===== src/sv/sorted_name_table_defines.svh =====
// Assertion macros for the sorted name table.
// Used by sorted_name_table.sv; expects clk and rst in scope.
`ifndef SORTED_NAME_TABLE_DEFINES_SVH
`define SORTED_NAME_TABLE_DEFINES_SVH

// same-cycle implication
`define SNT_ASSERT_IMP(label, ante, cons) \
  label: assert property (@(posedge clk) disable iff (rst) (ante) |-> (cons)) \
    else $error("sorted_name_table: assertion failed");

// next-cycle implication
`define SNT_ASSERT_NXT(label, ante, cons) \
  label: assert property (@(posedge clk) disable iff (rst) (ante) |=> (cons)) \
    else $error("sorted_name_table: assertion failed");

`endif


===== src/sv/snt_pkg.sv =====
// Package for the sorted name table: sizes, codes and transfer types.
// No dependencies.
`default_nettype none

package snt_pkg;

  localparam int DEPTH      = 32;
  localparam int NAME_BYTES = 8;
  localparam int NAME_W     = 64;
  localparam int PHONE_W    = 50;
  localparam int COUNT_W    = 16;
  localparam int TOTAL_W    = 6;
  localparam int OP_W       = 2;
  localparam int STATUS_W   = 2;
  localparam int ADDR_W     = $clog2(DEPTH);
  localparam int CNT_W      = $clog2(DEPTH + 1);

  localparam logic [NAME_W-1:0] KEY_MASK = {NAME_W{1'b1}} << (NAME_W - 8 * NAME_BYTES);

  localparam logic [OP_W-1:0] OP_INSERT     = 2'd0;
  localparam logic [OP_W-1:0] OP_DELETE     = 2'd1;
  localparam logic [OP_W-1:0] OP_FIND_NAME  = 2'd2;
  localparam logic [OP_W-1:0] OP_FIND_PHONE = 2'd3;

  localparam logic [STATUS_W-1:0] ST_OK        = 2'd0;
  localparam logic [STATUS_W-1:0] ST_NOT_FOUND = 2'd1;
  localparam logic [STATUS_W-1:0] ST_FULL      = 2'd2;

  typedef struct packed {
    logic [OP_W-1:0]    opcode;
    logic [NAME_W-1:0]  name_key;
    logic [PHONE_W-1:0] phone;
    logic [COUNT_W-1:0] in_calls;
    logic [COUNT_W-1:0] out_calls;
  } snt_cmd_t;

  typedef struct packed {
    logic [STATUS_W-1:0] status;
    logic [PHONE_W-1:0]  phone_out;
    logic [COUNT_W-1:0]  in_calls_out;
    logic [COUNT_W-1:0]  out_calls_out;
    logic [TOTAL_W-1:0]  entry_total;
  } snt_res_t;

  typedef struct packed {
    logic [NAME_W-1:0]  name;
    logic [PHONE_W-1:0] phone;
    logic [COUNT_W-1:0] in_cnt;
    logic [COUNT_W-1:0] out_cnt;
  } snt_entry_t;

  localparam int ENTRY_W = $bits(snt_entry_t);

  typedef struct packed {
    logic                fin;
    logic [STATUS_W-1:0] status;
    logic [PHONE_W-1:0]  phone_out;
    logic [COUNT_W-1:0]  in_calls_out;
    logic [COUNT_W-1:0]  out_calls_out;
    logic [TOTAL_W-1:0]  entry_total;
  } snt_status_t;

endpackage

`default_nettype wire


===== src/sv/snt_ram.sv =====
// Generic simple dual-port RAM: one write port, one registered read port.
// No dependencies.
`default_nettype none

module snt_ram #(
  parameter int WIDTH = 8,
  parameter int DEPTH = 2
) (
  input  wire logic                     clk,
  input  wire logic                     we,
  input  wire logic [$clog2(DEPTH)-1:0] waddr,
  input  wire logic [WIDTH-1:0]         wdata,
  input  wire logic [$clog2(DEPTH)-1:0] raddr,
  output logic      [WIDTH-1:0]         rdata
);

  logic [WIDTH-1:0] mem [DEPTH];

  always_ff @(posedge clk) begin
    if (we) begin
      mem[waddr] <= wdata;
    end
    rdata <= mem[raddr];
  end

endmodule

`default_nettype wire


===== src/sv/snt_seq.sv =====
// Sequencer for the sorted name table: binary search, entry shift and phone
// scan over the entry RAM, all through one name/phone compare unit.
// Depends on snt_pkg.
`default_nettype none

module snt_seq (
  input  wire logic                         clk,
  input  wire logic                         rst,
  input  wire logic                         start,
  input  wire snt_pkg::snt_cmd_t            cmd,
  output logic                              busy,
  output logic                              we,
  output logic [snt_pkg::ADDR_W-1:0]        waddr,
  output logic [snt_pkg::ENTRY_W-1:0]       wdata,
  output logic [snt_pkg::ADDR_W-1:0]        raddr,
  input  wire logic [snt_pkg::ENTRY_W-1:0]  rdata,
  output snt_pkg::snt_status_t              stat
);

  import snt_pkg::*;

  localparam logic [2:0] S_IDLE     = 3'd0;
  localparam logic [2:0] S_BS_ISSUE = 3'd1;
  localparam logic [2:0] S_BS_CMP   = 3'd2;
  localparam logic [2:0] S_LK_CMP   = 3'd3;
  localparam logic [2:0] S_SHIFT    = 3'd4;
  localparam logic [2:0] S_PUT      = 3'd5;
  localparam logic [2:0] S_SCAN     = 3'd6;
  localparam logic [2:0] S_DONE     = 3'd7;

  logic [2:0]          state, state_next;
  logic [OP_W-1:0]     op, op_next;
  logic [NAME_W-1:0]   key, key_next;
  logic [PHONE_W-1:0]  ph, ph_next;
  logic [COUNT_W-1:0]  inc, inc_next;
  logic [COUNT_W-1:0]  outc, outc_next;
  logic [CNT_W-1:0]    count, count_next;
  logic [CNT_W-1:0]    lo, lo_next;
  logic [CNT_W-1:0]    hi, hi_next;
  logic [CNT_W-1:0]    mid, mid_next;
  logic [CNT_W-1:0]    src, src_next;
  logic [CNT_W-1:0]    moves, moves_next;
  logic                pend, pend_next;
  logic [CNT_W-1:0]    pend_dst, pend_dst_next;
  logic [STATUS_W-1:0] res_status, res_status_next;
  logic [PHONE_W-1:0]  res_phone, res_phone_next;
  logic [COUNT_W-1:0]  res_inc, res_inc_next;
  logic [COUNT_W-1:0]  res_outc, res_outc_next;

  snt_entry_t          rd_entry;
  snt_entry_t          new_entry;
  logic [CNT_W-1:0]    mid_calc;
  logic                name_lt, name_eq, phone_eq, go_right;

  assign rd_entry  = snt_entry_t'(rdata);
  assign new_entry = '{name: key, phone: ph, in_cnt: inc, out_cnt: outc};
  assign mid_calc  = lo + ((hi - lo) >> 1);

  // shared compare unit
  assign name_lt  = rd_entry.name < key;
  assign name_eq  = rd_entry.name == key;
  assign phone_eq = rd_entry.phone == ph;
  assign go_right = (op == OP_INSERT) ? (name_lt || name_eq) : name_lt;

  always_comb begin
    state_next      = state;
    op_next         = op;
    key_next        = key;
    ph_next         = ph;
    inc_next        = inc;
    outc_next       = outc;
    count_next      = count;
    lo_next         = lo;
    hi_next         = hi;
    mid_next        = mid;
    src_next        = src;
    moves_next      = moves;
    pend_next       = pend;
    pend_dst_next   = pend_dst;
    res_status_next = res_status;
    res_phone_next  = res_phone;
    res_inc_next    = res_inc;
    res_outc_next   = res_outc;
    we              = 1'b0;
    waddr           = pend_dst[ADDR_W-1:0];
    wdata           = rdata;
    raddr           = '0;

    unique case (state)
      S_IDLE: begin
        if (start) begin
          op_next         = cmd.opcode;
          key_next        = cmd.name_key & KEY_MASK;
          ph_next         = cmd.phone;
          inc_next        = cmd.in_calls;
          outc_next       = cmd.out_calls;
          lo_next         = '0;
          hi_next         = count;
          src_next        = '0;
          pend_next       = 1'b0;
          res_status_next = ST_NOT_FOUND;
          res_phone_next  = '0;
          res_inc_next    = '0;
          res_outc_next   = '0;
          if (cmd.opcode == OP_INSERT && count == CNT_W'(DEPTH)) begin
            res_status_next = ST_FULL;
            state_next      = S_DONE;
          end else if (cmd.opcode == OP_FIND_PHONE) begin
            state_next = S_SCAN;
          end else begin
            state_next = S_BS_ISSUE;
          end
        end
      end
      S_BS_ISSUE: begin
        if (lo < hi) begin
          raddr      = mid_calc[ADDR_W-1:0];
          mid_next   = mid_calc;
          state_next = S_BS_CMP;
        end else if (op == OP_INSERT) begin
          moves_next = count - lo;
          src_next   = count - CNT_W'(1);
          pend_next  = 1'b0;
          state_next = S_SHIFT;
        end else if (lo < count) begin
          raddr      = lo[ADDR_W-1:0];
          state_next = S_LK_CMP;
        end else begin
          state_next = S_DONE;
        end
      end
      S_BS_CMP: begin
        if (go_right) begin
          lo_next = mid + CNT_W'(1);
        end else begin
          hi_next = mid;
        end
        state_next = S_BS_ISSUE;
      end
      S_LK_CMP: begin
        if (name_eq) begin
          res_status_next = ST_OK;
          if (op == OP_FIND_NAME) begin
            res_phone_next = rd_entry.phone;
            state_next     = S_DONE;
          end else begin
            moves_next = count - lo - CNT_W'(1);
            src_next   = lo + CNT_W'(1);
            pend_next  = 1'b0;
            state_next = S_SHIFT;
          end
        end else begin
          state_next = S_DONE;
        end
      end
      S_SHIFT: begin
        // read one entry ahead, write the previous read to its new slot
        if (pend) begin
          we = 1'b1;
        end
        if (moves != '0) begin
          raddr      = src[ADDR_W-1:0];
          pend_next  = 1'b1;
          moves_next = moves - CNT_W'(1);
          if (op == OP_INSERT) begin
            pend_dst_next = src + CNT_W'(1);
            src_next      = src - CNT_W'(1);
          end else begin
            pend_dst_next = src - CNT_W'(1);
            src_next      = src + CNT_W'(1);
          end
        end else begin
          pend_next = 1'b0;
          if (!pend) begin
            if (op == OP_INSERT) begin
              state_next = S_PUT;
            end else begin
              count_next      = count - CNT_W'(1);
              res_status_next = ST_OK;
              state_next      = S_DONE;
            end
          end
        end
      end
      S_PUT: begin
        we              = 1'b1;
        waddr           = lo[ADDR_W-1:0];
        wdata           = new_entry;
        count_next      = count + CNT_W'(1);
        res_status_next = ST_OK;
        state_next      = S_DONE;
      end
      S_SCAN: begin
        if (pend && phone_eq) begin
          res_status_next = ST_OK;
          res_inc_next    = rd_entry.in_cnt;
          res_outc_next   = rd_entry.out_cnt;
          state_next      = S_DONE;
        end else if (src < count) begin
          raddr     = src[ADDR_W-1:0];
          src_next  = src + CNT_W'(1);
          pend_next = 1'b1;
        end else begin
          state_next = S_DONE;
        end
      end
      S_DONE: begin
        state_next = S_IDLE;
      end
      default: begin
        state_next = S_IDLE;
      end
    endcase
  end

  always_ff @(posedge clk) begin
    if (rst) begin
      state <= S_IDLE;
      count <= '0;
      pend  <= 1'b0;
    end else begin
      state <= state_next;
      count <= count_next;
      pend  <= pend_next;
    end
    op         <= op_next;
    key        <= key_next;
    ph         <= ph_next;
    inc        <= inc_next;
    outc       <= outc_next;
    lo         <= lo_next;
    hi         <= hi_next;
    mid        <= mid_next;
    src        <= src_next;
    moves      <= moves_next;
    pend_dst   <= pend_dst_next;
    res_status <= res_status_next;
    res_phone  <= res_phone_next;
    res_inc    <= res_inc_next;
    res_outc   <= res_outc_next;
  end

  assign busy               = (state != S_IDLE);
  assign stat.fin           = (state == S_DONE);
  assign stat.status        = res_status;
  assign stat.phone_out     = res_phone;
  assign stat.in_calls_out  = res_inc;
  assign stat.out_calls_out = res_outc;
  assign stat.entry_total   = TOTAL_W'(count);

endmodule

`default_nettype wire


===== src/sv/sorted_name_table.sv =====
// Top level of the sorted name table: sequencer, entry RAM, result register.
// Depends on snt_pkg, snt_seq, snt_ram, sorted_name_table_defines.svh.
//
//   channel  ports               qualifier
//   command  cmd (snt_cmd_t)     start && !busy
//   result   res (snt_res_t)     done, one cycle, no back-pressure
//
// Each binary search probe reads the RAM, then compares the name; a closing check
// ends the search. Insert and delete then shift the entries behind the slot, with
// each read one entry ahead of its write; insert then puts the new entry in.
// Phone lookup scans one entry per cycle.
// Synchronous reset empties the table at once; RAM contents are not cleared.
`default_nettype none
`include "sorted_name_table_defines.svh"

module sorted_name_table (
  input  wire logic               clk,
  input  wire logic               rst,
  input  wire logic               start,
  input  wire snt_pkg::snt_cmd_t  cmd,
  output logic                    busy,
  output logic                    done,
  output snt_pkg::snt_res_t       res
);

  import snt_pkg::*;

  logic                we;
  logic [ADDR_W-1:0]   waddr;
  logic [ENTRY_W-1:0]  wdata;
  logic [ADDR_W-1:0]   raddr;
  logic [ENTRY_W-1:0]  rdata;
  snt_status_t         stat;
  logic                accept;

  assign accept = start && !busy;

  snt_seq u_seq (
    .clk   (clk),
    .rst   (rst),
    .start (accept),
    .cmd   (cmd),
    .busy  (busy),
    .we    (we),
    .waddr (waddr),
    .wdata (wdata),
    .raddr (raddr),
    .rdata (rdata),
    .stat  (stat)
  );

  snt_ram #(
    .WIDTH (ENTRY_W),
    .DEPTH (DEPTH)
  ) u_ram (
    .clk   (clk),
    .we    (we),
    .waddr (waddr),
    .wdata (wdata),
    .raddr (raddr),
    .rdata (rdata)
  );

  always_ff @(posedge clk) begin
    if (rst) begin
      done <= 1'b0;
    end else begin
      done <= stat.fin;
    end
    if (stat.fin) begin
      res.status        <= stat.status;
      res.phone_out     <= stat.phone_out;
      res.in_calls_out  <= stat.in_calls_out;
      res.out_calls_out <= stat.out_calls_out;
      res.entry_total   <= stat.entry_total;
    end
  end

  `SNT_ASSERT_NXT(a_accept_busy, accept, busy)
  `SNT_ASSERT_IMP(a_done_after_busy, done, $past(busy))
  `SNT_ASSERT_IMP(a_total_bound, done, res.entry_total <= TOTAL_W'(DEPTH))
  `SNT_ASSERT_IMP(a_full_total, done && res.status == ST_FULL, res.entry_total == TOTAL_W'(DEPTH))

endmodule

`default_nettype wire


===== config.mk =====
export PLATFORM = sky130hd
export DESIGN_NAME = sorted_name_table
export DESIGN_NICKNAME = d
export VERILOG_FILES = /design/src/sv/snt_pkg.sv /design/src/sv/snt_ram.sv /design/src/sv/snt_seq.sv /design/src/sv/sorted_name_table.sv
export VERILOG_INCLUDE_DIRS = /design/src /design/src/sv
export SDC_FILE = /design/constraint.sdc
export NUM_CORES = 2
export LEC_CHECK = 0
export BUFFER_PORTS_ARGS = -buffer_cell sky130_fd_sc_hd__buf_2
export CORE_ASPECT_RATIO = 1.25
export CORE_UTILIZATION = 55
export CTS_CLUSTER_SIZE = 10
export DETAILED_ROUTE_END_ITERATION = 12
export PLACE_DENSITY = 0.69
export SLEW_MARGIN = 25
export SYNTH_ARGS = -nofsm -noshare
export SYNTH_HDL_FRONTEND = slang
export SYNTH_HIERARCHICAL = 1
export SYNTH_MEMORY_MAX_BITS = 65536
export SYNTH_SLANG_ARGS = --single-unit

===== constraint.sdc =====
create_clock -name clk -period 11.4 [get_ports clk]
set_input_delay 2.28 -clock clk [delete_from_list [all_inputs] [get_ports clk]]
set_output_delay 2.28 -clock clk [all_outputs]
set_load 0.1 [all_outputs]

* Word level (Yosys, flattened, before mapping)
Memory sizes are Yosys's and may differ from the RTL's. A register that Yosys moved wholly into a read port is not among the register bits.
Index checks and enable logic that the tools add are counted.
Widths: inputs -> output; s select.
** Word-level totals
- Register bits after elaboration :: 368
- Bits in writable memories :: 4672
- Bits of input ports :: 151
- Output and inout bits :: 92
- Logic and storage cells :: 178
- Memories :: 1
** Cells by class
- $add $sub $neg :: 11
- Magnitude comparators :: 4
- Equality and inequality tests :: 28
- Muxes and demuxes :: 80
- Reduce and logical (&&, ||, !) cells :: 30
** Memories
- u_ram.mem :: words 32, width 146, rd ports 1, clocked after memory_dff 1, wr ports 1, line snt_ram.sv:17 : logic [WIDTH-1:0] mem [DEPTH];
** Operators by type and width (count)
- $mux 50 :: 3
- $mux 146 :: 1
- $mux 6 :: 20
- $pmux 50 s2 :: 1
- $eq 64x64->1 :: 1
- $lt 64x64->1 :: 1
- $pmux 16 s2 :: 2
- $eq 50x50->1 :: 1
- $mux 16 :: 3
- $mux 5 :: 8
- $pmux 6 s2 :: 3
- $mux 3 :: 10
- $pmux 6 s5 :: 1
- $add 6x1->6 const B :: 4
- $pmux 3 s8 :: 1
- $sub 6x1->6 const B :: 4
- $mux 2 :: 10
- $lt 6x6->1 :: 3
- $pmux 6 s3 :: 1
- $ne 2x2->1 const B :: 8
- $pmux 5 s3 :: 1
- $ne 2x1->1 const B :: 7
- $eq 3x3->1 const B :: 4
- $mux 1 :: 12
- other kinds (26) :: 43

* Depth between registers and ports, before layout
- Word-level depth :: 5
- Depth in mapped cells :: 20
- Mapped depth without buffers :: 16

* By module
The synthesis kept the hierarchy.
** Modules (own cells, without submodules)
- snt_ram :: times used 1, cells each 7324, area each 178005.7 µm², seq. area each 143217.4 µm²
- snt_seq :: times used 1, cells each 1452, area each 14983.1 µm², seq. area each 8217.9 µm²
- sorted_name_table :: times used 1, cells each 93, area each 2750.1 µm², seq. area each 2722.6 µm²

* Worst setup path after synthesis
OpenSTA, ideal clock, no wires.
- Path kind :: flip-flop to flip-flop
- From :: reg u_seq.state[2]
- To :: mem u_ram/mem[4][0] (netlist bit), enable pin
- Setup time :: 0.654 ns
- Arrival :: 8.274 ns
- Required time :: 10.746 ns
- Path slack :: 2.472 ns
- Stages on the path, launching flop included :: 8
- Buffers on the path :: 3
- Clock period less this slack :: 8.928 ns
- Cell sequence :: dfxtp_1 clkbuf_1 nand3_1 clkbuf_1 clkbuf_1 o21ai_0 or3b_2 nor2_1
** Between the ends
- Elaborated cells between the ends (all ways) :: 6
- Those cells by class :: eq/ne: 2; mux: 4
** RTL lines
- from (decl) :: line snt_seq.sv:31 : logic [2:0] state, state_next;
- from (signal assigned) :: line snt_seq.sv:222 : state <= state_next;
- $eq 3x3->1 :: line snt_seq.sv:89 : unique case (state)
- $mux 5 :: line snt_seq.sv:89
- via waddr[2] :: line sorted_name_table.sv:29 : logic [ADDR_W-1:0] waddr;
- to (decl) :: line snt_ram.sv:17
The timed path passes the listed nets, and every way through them passes these cells.

* Final worst setup path
- From :: reg u_seq.state[2]
- To :: reg u_ram.rdata[48] (read register of u_ram.mem)
** Between the ends
- Longest elaborated chain between the ends :: 2
- Elaborated cells between the ends (all ways) :: 4
- Those cells by class :: eq/ne: 3; mux: 1
** RTL lines
- $eq 3x3->1 / $eq 3x1->1 (equally long branches) :: line snt_seq.sv:89
- $pmux 5 s3 (*) :: line snt_seq.sv:89
- via raddr[0] :: line sorted_name_table.sv:31 : logic [ADDR_W-1:0] raddr;
- to (decl) :: line snt_ram.sv:14 : output logic [WIDTH-1:0] rdata
The timed path passes the listed nets; every way through them passes the cells marked *.
A chain may end at the register's enable or synchronous reset.

==> summary.md <==
| Metric | Value |
|---|---|
| DPL Wire Length | `251,000 microns` |
| PortBufs | `242` |
| Die footprint | `358,000 sq um` |
| Worst endpoint data arrival time | `7.96 ns` |
| Initial core utilization | `55.3%` |
| Peak fanout along the critical path | `104` |
| R2R Path End | `u_ram/rdata[48]` |
| FFs w/ async S/R, synth | `0%` |
| Core area | `354,000 sq um` |
| Reg2reg start | `u_seq/state[2]` |
| Fin crit share | `61.7%` |
| Clock sinks | `5,186` |
| Clock transition at the registers of the reported paths | `0.05 ns` |
| Final setup violating endpoints | `0` |
| Top-count cell post-synth | `edfxtp_1` |
| Top_reg_cell synth | `edfxtp_1` |
| Ys Warns | `6` |
| Final number of max-transition violations | `0` |
| Layout Nets | `9,750` |
| Total congestion overflow | `0` |
| I/O pin total | `243` |
| CP Launch Type | `flip-flop` |
| Peak supply drop | `0.328 mV` |
| CP max stage cell | `and2b_4` |
| Setup crit end kind | `flip-flop` |
| WHS | `0.402 ns` |
| Post-Place Cell Area | `203,000 sq um` |
| Seq/Total Area, Yosys | `78.8%` |
| Clock root cell | `clkbuf_16` |
| Post-CTS Resized | `0` |
| CTS tree | `done` |
| Die height | `669 microns` |
| Layout overhead on the synthesized area | `12.9%` |
| Avg WL per Cell | `35.7 microns` |
| # Max-Cap Violations | `0` |
| Critical path depth in cells | `11` |
| Synth top area cells | `edfxtp_1 77%, mux4_2 13%, o22ai_1 1.7%, dfxtp_1 1.6%, nor4_2 0.82%` |
| Violated checks | `DRC` |
| CP bufs+invs | `3` |
| Slew at the pin closest to its max-slew limit | `1.24 ns` |
| Worst setup startpoint | `u_seq/state[2]` |
| Vias in the first global route | `98,433` |
| Largest net degree at the start of global routing | `168` |
| Cells after DPL | `13,579` |
| Fin cells | `14,631` |
| Synth unique cells | `75` |
| FP Rows | `244` |
| Crit path to | `u_ram/rdata[48]` |
| Vias/cell | `6.74` |
| Post-route cell area | `221,000 sq um` |
| Seq cells post-synth | `5,186` |
| Die span in x | `536 microns` |
| Via count | `98,616` |
| Crit Path Class | `flip-flop to flip-flop` |
| P_leak | `68.7 nW` |
| Clk_lat worst skew | `1.05 ns` |
| Syn Nets | `9,116` |
| Post-synth EDFFs | `5,029` |
| R2R setup slack | `4.36 ns` |
| Fraction of layout instances using a drive strength above 1 | `25.0%` |
| Pwr dens | `266 nW/um^2` |
| Fmax achieved | `142 MHz` |
| First-pass GRT wire length | `733,000 microns` |
| CTS Hold Buffers Added | `0` |
| CP dominant cell by count | `buf_4` |
| Outcome | `finished, violations left` |
| Clock skew | `0.0446 ns` |
| Largest delay share family, worst path | `buffers and inverters` |
| Hold Fails Final Rpt | `0` |
| Setup Buffers After CTS | `0` |
| Initial antenna violation count | `18` |
| Post-Route Utilization | `62.4%` |
| Post-Syn Area | `196,000 sq um` |
| DRC Markers | `1` |
| First-pass iteration count of the detailed router | `10` |
| Post-synthesis cell count | `8,869` |
| Mean Syn Cell Area | `22.1 sq um` |
| RePlAce Congestion | `0.868` |
| Worst path max stage delay | `0.96 ns` |
| Slew margin rel. | `17.1%` |
| Max clock buf depth | `4` |
| Critical path, cell by cell | `and2b_4 -> nand2_4 -> a21oi_1 -> a31oi_1 -> o21ai_4 -> buf_4 -> buf_12 -> buf_4 -> mux4_2 -> o22ai_1 -> nor4_2` |
| RSZ-0062 raised after global routing | `no` |
| Iter 0 DRT Violations | `14,450` |
| Synth area leader | `edfxtp_1` |
| Final Routed Wirelength | `522,000 microns` |
| Synth top cells by count | `5,029 x edfxtp_1, 1,096 x mux4_2, 518 x o22ai_1, 351 x nand2_1, 216 x clkbuf_1` |
| Cts bufs inserted | `592` |
| Top cell type's share of synthesized area | `77.2%` |
| GR Util All Layers | `29.2%` |
| CP required | `12.32 ns` |
| Fin crit period | `7.04 ns` |
| Post-route ant nets | `0` |
| Depth of the worst register-to-register path | `11` |
| CTS HTree Levels | `6` |
| Hold Path Class | `flip-flop to flip-flop` |
| Setup TNS | `0 ns` |
==> stage by stage <==
step	total power [W]	setup WS [ns]
after CTS	0.0588	4.27
after detailed placement	0.0416	4.32
final	0.0588	4.36
after global placement	0.0410	4.55
after global routing	0.0607	3.95
after floorplan	0.0368	2.47
==> cell type report <==
cell class | count | area (sq um)
Inverter | 97 | 372
Clock buffer | 983 | 16500
Antenna cell | 9 | 22.5
Tap cell | 4674 | 5850
Clock inverter | 56 | 975
Fill cell | 23345 | 133000
Multi-Input combinational cell | 3125 | 39100
Timing Repair Buffer | 501 | 3870
Sequential cell | 5186 | 154000
==> cell families (layout without fill, tap and decap cells) <==
| group | after synthesis | after routing | synth area share, % |
|---|---|---|---|
| other | 0 | 9 | 0 |
| muxes | 1250 | 1250 | 13.4 |
| DFF | 5186 | 5186 | 78.8 |
| adders and majority gates | 96 | 96 | 0.625 |
| xor gates and xnor gates | 80 | 80 | 0.365 |
| and+or+nand+nor | 839 | 839 | 2.52 |
| AOI/OAI and AO/OA | 860 | 860 | 2.79 |
| buffers and inverters | 558 | 1637 | 1.54 |
==> state kept, by name, indices dropped and copies added (netlist names), 5 cells and up <==
name             flops
u_seq/src            6
u_seq/pend_dst       5
u_seq/count          6
u_seq/inc           16
u_seq/res_phone     50
u_ram/mem         4672
u_seq/mid            6
u_ram/rdata        146
u_seq/res_outc      16
u_seq/moves          6
u_seq/res_inc       16
u_seq/hi             6
res                 90
u_seq/outc          16
u_seq/key           64
u_seq/lo             6
u_seq/ph            50
==> power by group <==
group          switching (W)  internal (W)
Combinational         0.0101       0.00571
Clock                0.00736       0.00997
Sequential          0.000609        0.0251
Total                 0.0181        0.0407
==> cells in the final DEF (no fill, tap or decap), drive strengths merged, types with 5 or more instances in the layout <==
| cell type | synthesis | routed |
|---|---|---|
| a211oi | 12 | 12 |
| diode | 0 | 9 |
| a22oi | 113 | 113 |
| nor4 | 138 | 138 |
| buf | 245 | 501 |
| and3 | 84 | 84 |
| xnor2 | 70 | 70 |
| xor2 | 9 | 9 |
| clkinv | 0 | 28 |
| nand3b | 7 | 7 |
| dfxtp | 157 | 157 |
| nand2b | 7 | 7 |
| o22ai | 518 | 518 |
| nor2 | 89 | 89 |
| mux2 | 7 | 7 |
| clkbuf | 216 | 983 |
| nand2 | 352 | 352 |
| edfxtp | 5029 | 5029 |
| ha | 93 | 93 |
| nand3 | 66 | 66 |
| a31oi | 6 | 6 |
| nor3 | 12 | 12 |
| a21o | 15 | 15 |
| o211ai | 5 | 5 |
| nor2b | 15 | 15 |
| mux4 | 1096 | 1096 |
| o21ai | 108 | 108 |
| nand4 | 48 | 48 |
| inv | 97 | 123 |
| a21oi | 47 | 47 |
| mux2i | 147 | 147 |
==> worst min path at each step <==
| stage | start | end | slack (ns) | cells after the start |
|---|---|---|---|---|
| 2_1_floorplan | u_seq/res_outc[4] | res[10] | 0.40 | 0 |
| 3_3_place_gp | u_seq/res_phone[43] | res[81] | 0.40 | 0 |
| 3_5_place_dp | u_seq/res_outc[11] | res[17] | 0.40 | 0 |
| 4_1_cts | u_seq/res_inc[5] | res[27] | 0.40 | 0 |
| 5_1_grt | u_seq/res_inc[5] | res[27] | 0.41 | 0 |
| 6_report | u_seq/res_inc[5] | res[27] | 0.40 | 0 |
==> metal layers <==
metal	wire, microns	GRT usage (%)
met1	193000	40.3
met2	256000	47.9
met3	55900	5.00
met4	17900	9.39
met5	48	0
==> worst register-to-register path: stages, from the launching register on <==
cell and delay (ns):
dfxtp_1 0.69, and2b_4 0.96, nand2_4 0.28, a21oi_1 0.65, a31oi_1 0.37, o21ai_4 0.57
buf_4 0.72, buf_12 0.69, buf_4 1.01, mux4_2 0.64, o22ai_1 0.24, nor4_2 0.10
Power figures use the tool's default switching activity.
